File: config.mk
export PLATFORM = sky130hd
export DESIGN_NAME = box_filter_3x3_border_clipped
export DESIGN_NICKNAME = d
export VERILOG_FILES = /design/src/sv/bf33_pkg.sv /design/src/sv/box_filter_3x3_border_clipped.sv /design/src/sv/bf33_cell.sv /design/src/sv/bf33_mean.sv
export SDC_FILE = /design/constraint.sdc
export NUM_CORES = 1
export LEC_CHECK = 0
export BUFFER_PORTS_ARGS = -buffer_cell sky130_fd_sc_hd__buf_2
export CORE_AREA = 2 2 342 344
export DETAILED_ROUTE_END_ITERATION = 10
export DIE_AREA = 0 0 344 346
export GPL_TIMING_DRIVEN = 0
export SLEW_MARGIN = 10
export SYNTH_ARGS = -nofsm -noshare
export SYNTH_HDL_FRONTEND = slang
export SYNTH_HIERARCHICAL = 1
export SYNTH_SLANG_ARGS = --single-unit
export TNS_END_PERCENT = 5
File: constraint.sdc
create_clock -name aclk -period 52.9 [get_ports aclk]
set_clock_uncertainty 0.1 [all_clocks]
set_input_delay 10.58 -clock aclk [delete_from_list [all_inputs] [get_ports aclk]]
set_output_delay 10.58 -clock aclk [all_outputs]
set_load 0.1 [all_outputs]
File: src/sv/bf33_pkg.sv
// ----------------------------------------------------------------------------
// bf33_pkg
// Shared types and constants of the 3x3 border-clipped box filter.
// ----------------------------------------------------------------------------
package bf33_pkg;

    localparam int PIX_W = 8;
    localparam int SUM_W = 12;              // nine pixels of 8 bits
    localparam int COLSUM_W = 10;           // three pixels of 8 bits
    localparam int SIZE_W = 6;
    localparam int POS_W = 5;
    localparam logic [SIZE_W-1:0] IMAGE_SIZE_RESET = 6'd10;

    // reciprocals scaled by 2^16, rounded up; exact for every possible sum
    localparam int RECIP_W = 14;
    localparam int RECIP_SHIFT = 16;
    localparam logic [RECIP_W-1:0] RECIP_6 = 14'd10923;
    localparam logic [RECIP_W-1:0] RECIP_9 = 14'd7282;

    // one image column as seen by the window: three rows of pixels
    typedef struct packed {
        logic [PIX_W-1:0] upper;
        logic [PIX_W-1:0] middle;
        logic [PIX_W-1:0] lower;
    } pix3_t;

    typedef enum logic [1:0] {
        DIV_4,
        DIV_6,
        DIV_9
    } div_t;

    typedef enum logic [1:0] {
        S_IDLE,
        S_SUM,
        S_DIV,
        S_ROT
    } state_t;

endpackage

File: src/sv/box_filter_3x3_border_clipped.sv
// ----------------------------------------------------------------------------
// box_filter_3x3_border_clipped
// 3x3 box filter over a square image streamed in raster order; neighborhoods
// are clipped at the image border.
// ----------------------------------------------------------------------------
// Pixels enter one word at a time on s_*, smoothed words leave on m_* with
// their row and column. The image side comes from cfg_wr_data (2..MAX_WIDTH,
// values outside are clamped); a write restarts the frame at pixel (0,0).
// Two previous rows live in a chain of MAX_WIDTH column cells that advances
// once per pixel and during the bottom-row replay; there is no clearing pass
// after reset. Results are built one at a time by a shared window adder and
// constant divider: a pixel right of the first column and below the top row
// yields one result, the last pixel of such a row yields two, and the
// frame's last pixel also replays the bottom row through the chain for one
// result per column.
// ----------------------------------------------------------------------------
module box_filter_3x3_border_clipped #(
    parameter int MAX_WIDTH = 32
) (
    input  logic       aclk,
    input  logic       aresetn,
    input  logic       cfg_wr_en,
    input  logic [5:0] cfg_wr_data,
    input  logic       s_valid,
    output logic       s_ready,
    input  logic [7:0] s_pixel,
    output logic       m_valid,
    input  logic       m_ready,
    output logic [7:0] m_smoothed,
    output logic [4:0] m_out_row,
    output logic [4:0] m_out_col,
    output logic       m_last_of_run,
    output logic       m_frame_done
);

    localparam int NW = $clog2(MAX_WIDTH + 1);
    localparam int CW = (NW > bf33_pkg::POS_W) ? NW : bf33_pkg::POS_W;
    localparam int TW = $clog2(MAX_WIDTH);
    // third cell of the chain; its column is never valid when the chain is shorter
    localparam int L2 = (MAX_WIDTH > 2) ? 2 : MAX_WIDTH - 1;

    bf33_pkg::state_t state_reg, state_next;

    logic [bf33_pkg::SIZE_W-1:0] image_size_reg;
    logic [CW-1:0] row_cnt_reg, row_cnt_next;
    logic [CW-1:0] col_cnt_reg, col_cnt_next;
    logic [CW-1:0] jc_reg, jc_next;
    logic [CW-1:0] ev_row_reg, ev_row_next;
    logic [CW-1:0] rot_cnt_reg, rot_cnt_next;
    logic          upper_en_reg, upper_en_next;
    logic          flush_reg, flush_next;
    logic          last_px_reg, last_px_next;
    logic          phase_reg, phase_next;
    logic [bf33_pkg::SUM_W-1:0] sum_reg, sum_next;
    bf33_pkg::div_t             div_reg, div_next;

    logic       m_valid_reg, m_valid_next;
    logic [7:0] m_smoothed_reg, m_smoothed_next;
    logic [4:0] m_out_row_reg, m_out_row_next;
    logic [4:0] m_out_col_reg, m_out_col_next;
    logic       m_last_reg, m_last_next;
    logic       m_done_reg, m_done_next;

    logic [6:0]    size7;
    logic [CW-1:0] n_eff;
    logic [CW-1:0] n_m1;

    bf33_pkg::pix3_t cell_q  [MAX_WIDTH];
    bf33_pkg::pix3_t chain_d [MAX_WIDTH];
    bf33_pkg::pix3_t head_d;
    bf33_pkg::pix3_t tap;
    logic            shift_en;

    bf33_pkg::pix3_t win_l, win_c, win_r;
    logic            left_ok, right_ok;
    logic [bf33_pkg::COLSUM_W-1:0] colsum_l, colsum_c, colsum_r;
    logic [bf33_pkg::PIX_W-1:0]    mean;
    logic                          in_acc;
    logic                          out_free;

    // effective image side
    assign size7 = {1'b0, image_size_reg};
    always_comb begin
        if (size7 < 7'd2) begin
            n_eff = CW'(2);
        end else if (size7 > 7'(MAX_WIDTH)) begin
            n_eff = CW'(MAX_WIDTH);
        end else begin
            n_eff = size7[CW-1:0];
        end
    end
    assign n_m1 = n_eff - CW'(1);

    // column chain
    assign tap = cell_q[n_m1[TW-1:0]];
    assign chain_d[0] = head_d;

    genvar g;
    generate
        for (g = 0; g < MAX_WIDTH; g++) begin : g_cell
            if (g > 0) begin : g_link
                assign chain_d[g] = cell_q[g-1];
            end
            bf33_cell u_cell (
                .aclk     (aclk),
                .shift_en (shift_en),
                .d_i      (chain_d[g]),
                .q_o      (cell_q[g])
            );
        end
    endgenerate

    // window around the result column: phase 0 centers on cell 1, phase 1 on cell 0
    always_comb begin
        if (!phase_reg) begin
            win_l    = cell_q[L2];
            win_c    = cell_q[1];
            win_r    = cell_q[0];
            left_ok  = (jc_reg >= CW'(2));
            right_ok = 1'b1;
        end else begin
            win_l    = cell_q[1];
            win_c    = cell_q[0];
            win_r    = cell_q[0];
            left_ok  = 1'b1;
            right_ok = 1'b0;
        end
    end

    assign colsum_l = (upper_en_reg ? bf33_pkg::COLSUM_W'(win_l.upper) : '0)
                    + bf33_pkg::COLSUM_W'(win_l.middle) + bf33_pkg::COLSUM_W'(win_l.lower);
    assign colsum_c = (upper_en_reg ? bf33_pkg::COLSUM_W'(win_c.upper) : '0)
                    + bf33_pkg::COLSUM_W'(win_c.middle) + bf33_pkg::COLSUM_W'(win_c.lower);
    assign colsum_r = (upper_en_reg ? bf33_pkg::COLSUM_W'(win_r.upper) : '0)
                    + bf33_pkg::COLSUM_W'(win_r.middle) + bf33_pkg::COLSUM_W'(win_r.lower);

    bf33_mean u_mean (
        .sum_i  (sum_reg),
        .div_i  (div_reg),
        .mean_o (mean)
    );

    assign s_ready  = (state_reg == bf33_pkg::S_IDLE);
    assign in_acc   = s_valid && s_ready;
    assign out_free = !m_valid_reg || m_ready;

    always_comb begin
        state_next      = state_reg;
        row_cnt_next    = row_cnt_reg;
        col_cnt_next    = col_cnt_reg;
        jc_next         = jc_reg;
        ev_row_next     = ev_row_reg;
        rot_cnt_next    = rot_cnt_reg;
        upper_en_next   = upper_en_reg;
        flush_next      = flush_reg;
        last_px_next    = last_px_reg;
        phase_next      = phase_reg;
        sum_next        = sum_reg;
        div_next        = div_reg;
        m_valid_next    = m_valid_reg && !m_ready;
        m_smoothed_next = m_smoothed_reg;
        m_out_row_next  = m_out_row_reg;
        m_out_col_next  = m_out_col_reg;
        m_last_next     = m_last_reg;
        m_done_next     = m_done_reg;
        shift_en        = 1'b0;
        head_d          = tap;

        case (state_reg)
            bf33_pkg::S_IDLE: begin
                head_d = '{upper: tap.middle, middle: tap.lower, lower: s_pixel};
                if (in_acc) begin
                    shift_en      = 1'b1;
                    jc_next       = col_cnt_reg;
                    ev_row_next   = row_cnt_reg - CW'(1);
                    upper_en_next = (row_cnt_reg >= CW'(2));
                    last_px_next  = (row_cnt_reg == n_m1) && (col_cnt_reg == n_m1);
                    flush_next    = 1'b0;
                    phase_next    = 1'b0;
                    if (col_cnt_reg == n_m1) begin
                        col_cnt_next = '0;
                        row_cnt_next = (row_cnt_reg == n_m1) ? '0 : row_cnt_reg + CW'(1);
                    end else begin
                        col_cnt_next = col_cnt_reg + CW'(1);
                    end
                    if (row_cnt_reg != '0 && col_cnt_reg != '0) begin
                        state_next = bf33_pkg::S_SUM;
                    end
                end
            end
            bf33_pkg::S_SUM: begin
                sum_next = bf33_pkg::SUM_W'(colsum_c)
                         + (left_ok  ? bf33_pkg::SUM_W'(colsum_l) : '0)
                         + (right_ok ? bf33_pkg::SUM_W'(colsum_r) : '0);
                // both directions clipped to two lines: corner; one clipped: edge
                if (upper_en_reg && left_ok && right_ok) begin
                    div_next = bf33_pkg::DIV_9;
                end else if (upper_en_reg || (left_ok && right_ok)) begin
                    div_next = bf33_pkg::DIV_6;
                end else begin
                    div_next = bf33_pkg::DIV_4;
                end
                state_next = bf33_pkg::S_DIV;
            end
            bf33_pkg::S_DIV: begin
                if (out_free) begin
                    m_valid_next    = 1'b1;
                    m_smoothed_next = mean;
                    m_out_row_next  = ev_row_reg[4:0];
                    m_out_col_next  = phase_reg ? jc_reg[4:0] : jc_reg[4:0] - 5'd1;
                    m_done_next     = flush_reg && phase_reg;
                    m_last_next     = 1'b0;
                    if (!phase_reg && jc_reg == n_m1) begin
                        phase_next = 1'b1;
                        state_next = bf33_pkg::S_SUM;
                    end else if (flush_reg) begin
                        if (rot_cnt_reg == n_eff) begin
                            flush_next  = 1'b0;
                            m_last_next = 1'b1;
                            state_next  = bf33_pkg::S_IDLE;
                        end else begin
                            state_next = bf33_pkg::S_ROT;
                        end
                    end else if (last_px_reg) begin
                        // replay the bottom row through the chain
                        flush_next    = 1'b1;
                        rot_cnt_next  = '0;
                        ev_row_next   = n_m1;
                        upper_en_next = 1'b0;
                        state_next    = bf33_pkg::S_ROT;
                    end else begin
                        m_last_next = 1'b1;
                        state_next  = bf33_pkg::S_IDLE;
                    end
                end
            end
            bf33_pkg::S_ROT: begin
                shift_en     = 1'b1;
                jc_next      = rot_cnt_reg;
                rot_cnt_next = rot_cnt_reg + CW'(1);
                phase_next   = 1'b0;
                state_next   = (rot_cnt_reg == '0) ? bf33_pkg::S_ROT : bf33_pkg::S_SUM;
            end
            default: begin
                state_next = bf33_pkg::S_IDLE;
            end
        endcase

        if (cfg_wr_en) begin
            row_cnt_next = '0;
            col_cnt_next = '0;
        end
    end

    always_ff @(posedge aclk) begin
        if (!aresetn) begin
            state_reg      <= bf33_pkg::S_IDLE;
            image_size_reg <= bf33_pkg::IMAGE_SIZE_RESET;
            row_cnt_reg    <= '0;
            col_cnt_reg    <= '0;
            flush_reg      <= 1'b0;
            m_valid_reg    <= 1'b0;
        end else begin
            state_reg   <= state_next;
            row_cnt_reg <= row_cnt_next;
            col_cnt_reg <= col_cnt_next;
            flush_reg   <= flush_next;
            m_valid_reg <= m_valid_next;
            if (cfg_wr_en) begin
                image_size_reg <= cfg_wr_data;
            end
        end
    end

    always_ff @(posedge aclk) begin
        jc_reg         <= jc_next;
        ev_row_reg     <= ev_row_next;
        rot_cnt_reg    <= rot_cnt_next;
        upper_en_reg   <= upper_en_next;
        last_px_reg    <= last_px_next;
        phase_reg      <= phase_next;
        sum_reg        <= sum_next;
        div_reg        <= div_next;
        m_smoothed_reg <= m_smoothed_next;
        m_out_row_reg  <= m_out_row_next;
        m_out_col_reg  <= m_out_col_next;
        m_last_reg     <= m_last_next;
        m_done_reg     <= m_done_next;
    end

    assign m_valid       = m_valid_reg;
    assign m_smoothed    = m_smoothed_reg;
    assign m_out_row     = m_out_row_reg;
    assign m_out_col     = m_out_col_reg;
    assign m_last_of_run = m_last_reg;
    assign m_frame_done  = m_done_reg;

    // the bottom-right word always closes the run of the frame's last pixel
    a_done_is_last: assert property (@(posedge aclk) disable iff (!aresetn)
        m_valid && m_frame_done |-> m_last_of_run)
        else $error("frame_done without last_of_run");

    // a pixel in the top row yields no word
    a_top_row_quiet: assert property (@(posedge aclk) disable iff (!aresetn)
        in_acc && row_cnt_reg == '0 |=> state_reg == bf33_pkg::S_IDLE)
        else $error("top row pixel started a result");

    // the right-edge window is only taken at the last column
    a_phase_edge: assert property (@(posedge aclk) disable iff (!aresetn)
        state_reg == bf33_pkg::S_SUM && phase_reg |-> jc_reg == n_m1)
        else $error("edge window away from last column");

    // the row replay never runs past the image side
    a_rot_bound: assert property (@(posedge aclk) disable iff (!aresetn)
        state_reg == bf33_pkg::S_ROT |-> rot_cnt_reg < n_eff && flush_reg)
        else $error("bottom row replay overrun");

endmodule

File: src/sv/bf33_cell.sv
// ----------------------------------------------------------------------------
// bf33_cell
// One column slot of the line chain: holds a column of three pixels and
// passes it on to the next slot whenever the chain advances.
// ----------------------------------------------------------------------------
module bf33_cell (
    input  logic             aclk,
    input  logic             shift_en,
    input  bf33_pkg::pix3_t  d_i,
    output bf33_pkg::pix3_t  q_o
);

    bf33_pkg::pix3_t col_reg;

    always_ff @(posedge aclk) begin
        if (shift_en) begin
            col_reg <= d_i;
        end
    end

    assign q_o = col_reg;

endmodule

File: src/sv/bf33_mean.sv
// ----------------------------------------------------------------------------
// bf33_mean
// Truncated mean of a window sum over 4, 6 or 9 pixels, by shift or by
// multiplication with a scaled reciprocal.
// ----------------------------------------------------------------------------
module bf33_mean (
    input  logic [bf33_pkg::SUM_W-1:0] sum_i,
    input  bf33_pkg::div_t             div_i,
    output logic [bf33_pkg::PIX_W-1:0] mean_o
);

    localparam int PROD_W = bf33_pkg::SUM_W + bf33_pkg::RECIP_W;

    logic [bf33_pkg::RECIP_W-1:0] recip;
    logic [PROD_W-1:0]            prod;

    always_comb begin
        case (div_i)
            bf33_pkg::DIV_6: recip = bf33_pkg::RECIP_6;
            bf33_pkg::DIV_9: recip = bf33_pkg::RECIP_9;
            default:         recip = bf33_pkg::RECIP_9;
        endcase
    end

    assign prod = PROD_W'(sum_i) * PROD_W'(recip);

    always_comb begin
        case (div_i)
            bf33_pkg::DIV_4: mean_o = sum_i[2 +: bf33_pkg::PIX_W];
            default:         mean_o = prod[bf33_pkg::RECIP_SHIFT +: bf33_pkg::PIX_W];
        endcase
    end

endmodule

==> flow_summary.toml <==
[worst_setup_path]
end_kind = "flip-flop"
rr_worst_depth = 22
cp_max_fo = 29
crit_end = "g_cell[17].u_cell/q_o[15]"
reg2reg_from = "phase_reg"
cp.arrival_ns = 12.94
critPathRequiredTime_ns = 53.14
startpoint = "s_valid"
start_kind = "input pin"
critPathKind = "input pin to flip-flop"
rrSetupSlack_ns = 45.23
r2r-end = "sum_reg[10]"

[die]
dieArea_um2 = 119000
core-area_um2 = 115000
row_count = 125
die_w_um = 344
start_util_pct = 34.8
ios = 41
die_y_um = 346

[power]
p_int_mw = 1.36
switching_share_pct = 27.7
power_leakage_nw = 16.6
p_per_area_nw_per_um2 = 40.7
peakVddDrop_mv = 0.0393
switchingPower_mw = 0.520
p_comb_share_pct = 21.1
clock_power_share_pct = 34.8
seqPwrFrac_pct = 44.0

[clocking]
clk_pin_slew_ns = 0.06
postCtsSetupBuffers = 0
cts_tree = "built"
clock_path_buffers = 3
cts-root-buf = "clkbuf_16"
htreeDepth = 3
numClockSinks = 844
cts_buffers = 88
cts.repair.resized = 0
cts_hold_buf = 0
clk_latency_ns = 0.66

[global_routing]
grt_max_degree = 30
grt_pass1_wl_um = 151000
track_usage_pct = 16.9
gr-total-overflow = 0
grt_pass1_vias = 22800
antenna_found_initial = 2

[synthesis]
synth_seq_cells = 844
yosys_warnings = 6
async_flop_share_pct = 0
synth_top_cells_by_count = "822 x edfxtp_1, 202 x inv_1, 171 x mux4_2"
yosysTopAreaCellShare_pct = 61.5
synth.area.top_cells = "edfxtp_1 62%, mux4_2 9.6%, fa_1 5.7%"
synthCells = 2456
synth.most_common_cell = "edfxtp_1"
synth_edf_count = 822
synth-main-ff-cell = "edfxtp_1"
post-synth-top-area-cell = "edfxtp_1"
synth_area_um2 = 40100
ys_seq_area_share_pct = 62.6
synth_cell_types = 82
synth_area_per_cell_um2 = 16.3

[place]
port-buffer-count = 39
dp_hpwl_um = 74000
globalplace.congestion = 0.878
pre_cts_ws_ns = 39.55

[final_layout]
fillers = 10500
largest_reg_flops = 768
areaGrowthSynthToFinish_pct = 15.1
drive_gt1_share_pct = 17.7
nets = 2880

[timing]
post-route-period-util_pct = 24.0
slew_headroom_pct = 20.0
slew_viol_final = 0
max_freq_ghz = 0.0787
fin_setup_tns_ns = 0
min_period_ns = 12.71
setup_viol = 0
hold_violations = 0
worst_slack_ns = 40.19
tightestPinTransition_ns = 1.20
rsz0062_at_grt = "no"

[hold_path]
hold_class = "flip-flop to flip-flop"

[routing]
drt_iter0_drc = 2764
firstDrtPassIters = 5
post_drt_wl_per_cell_um = 23.8
drc = 0
via_per_inst = 5.42
routed_wl_um = 101000
postRouteAntennaNets = 0
num_vias = 22900

[run_status]
outcome = "complete, no violations"

[flow_run]
max_cap_viol_count = 0
## placed cells by master, fill, tap and decap left out, types with 51 or more instances in the layout
cell	instances
fa_1	114
clkbuf_1	92
clkbuf_16	91
nand2_1	103
inv_1	202
edfxtp_1	822
nor2_1	67
ha_1	115
buf_2	51
mux4_2	171
## stage by stage
stage               power (mW)  instances  hold WS, ns  utilization [%]  cell area [um2]
CTS                       1.89       4232        0.314             40.0            46200
floorplan                 1.15       2467        0.300                -            40200
finish                    1.88       4235        0.314             40.0            46200
global route              1.97       4232        0.338             40.0            46200
detailed placement        1.24       4066        0.324             37.4            43100
global placement          1.29       4030        0.321             36.6            42300
## layer usage
layer	GRT usage, %	part of all wire (%)	vias to the layer above
li1	-	-	9902
met1	25.3	46	11900
met2	24.8	44	937
met3	3.18	7.2	163
met4	5.26	3.0	0
met5	0	0	-
## worst max-delay path, cell delays in order
cell and delay (ns):
buf_2 0.10, nand2_1 0.27, a21oi_4 0.72, buf_16 0.24
buf_16 0.17, buf_16 0.19, buf_12 0.20, buf_16 0.19
buf_12 0.21
## worst min path at each step
stage	start	slack, ns	cells past startpoint	end
floorplan	ev_row_reg[0]	0.30	0	m_out_row[0]
global placement	g_cell[22].u_cell/q_o[2]	0.32	0	g_cell[23].u_cell/q_o[2]
detailed placement	g_cell[18].u_cell/q_o[9]	0.32	0	g_cell[19].u_cell/q_o[9]
CTS	g_cell[14].u_cell/q_o[19]	0.31	0	g_cell[15].u_cell/q_o[19]
global route	g_cell[14].u_cell/q_o[19]	0.34	0	g_cell[15].u_cell/q_o[19]
finish	g_cell[14].u_cell/q_o[19]	0.31	0	g_cell[15].u_cell/q_o[19]
## area by class of cell
class,count,area [um2],area share (%)
diodes,3,7.51,0.0163
repair buffers,75,1030,2.24
clock buffers,118,2440,5.28
plain buffers,116,589,1.28
clock inverters,48,612,1.33
well taps,1524,1910,4.13
flip-flops and latches,844,25100,54.4
inverters,207,782,1.69
multi-input cells,1300,13700,29.6
## power groups by stage
| stage | combinational (mW) | clock, mW | sequential, mW |
|---|---|---|---|
| floorplan | 0.283 | 0 | 0.870 |
| global placement | 0.388 | 0 | 0.902 |
| detailed placement | 0.398 | 0 | 0.840 |
| CTS | 0.401 | 0.664 | 0.828 |
| global route | 0.444 | 0.689 | 0.832 |
| finish | 0.397 | 0.655 | 0.828 |
## cells by family (layout without fill, tap and decap cells)
group           count (synthesis)  in the layout  synth area share, %
xor+xnor                       61             61                 1.37
buf+inv                       323            564                 3.42
other cells                     2             16               0.0187
simple gates                  442            442                 5.98
fa+ha+maj                     229            229                 9.28
flops                         844            844                 62.6
compound gates                308            308                 5.68
mux                           247            247                 11.6
Power figures use the tool's default switching activity.
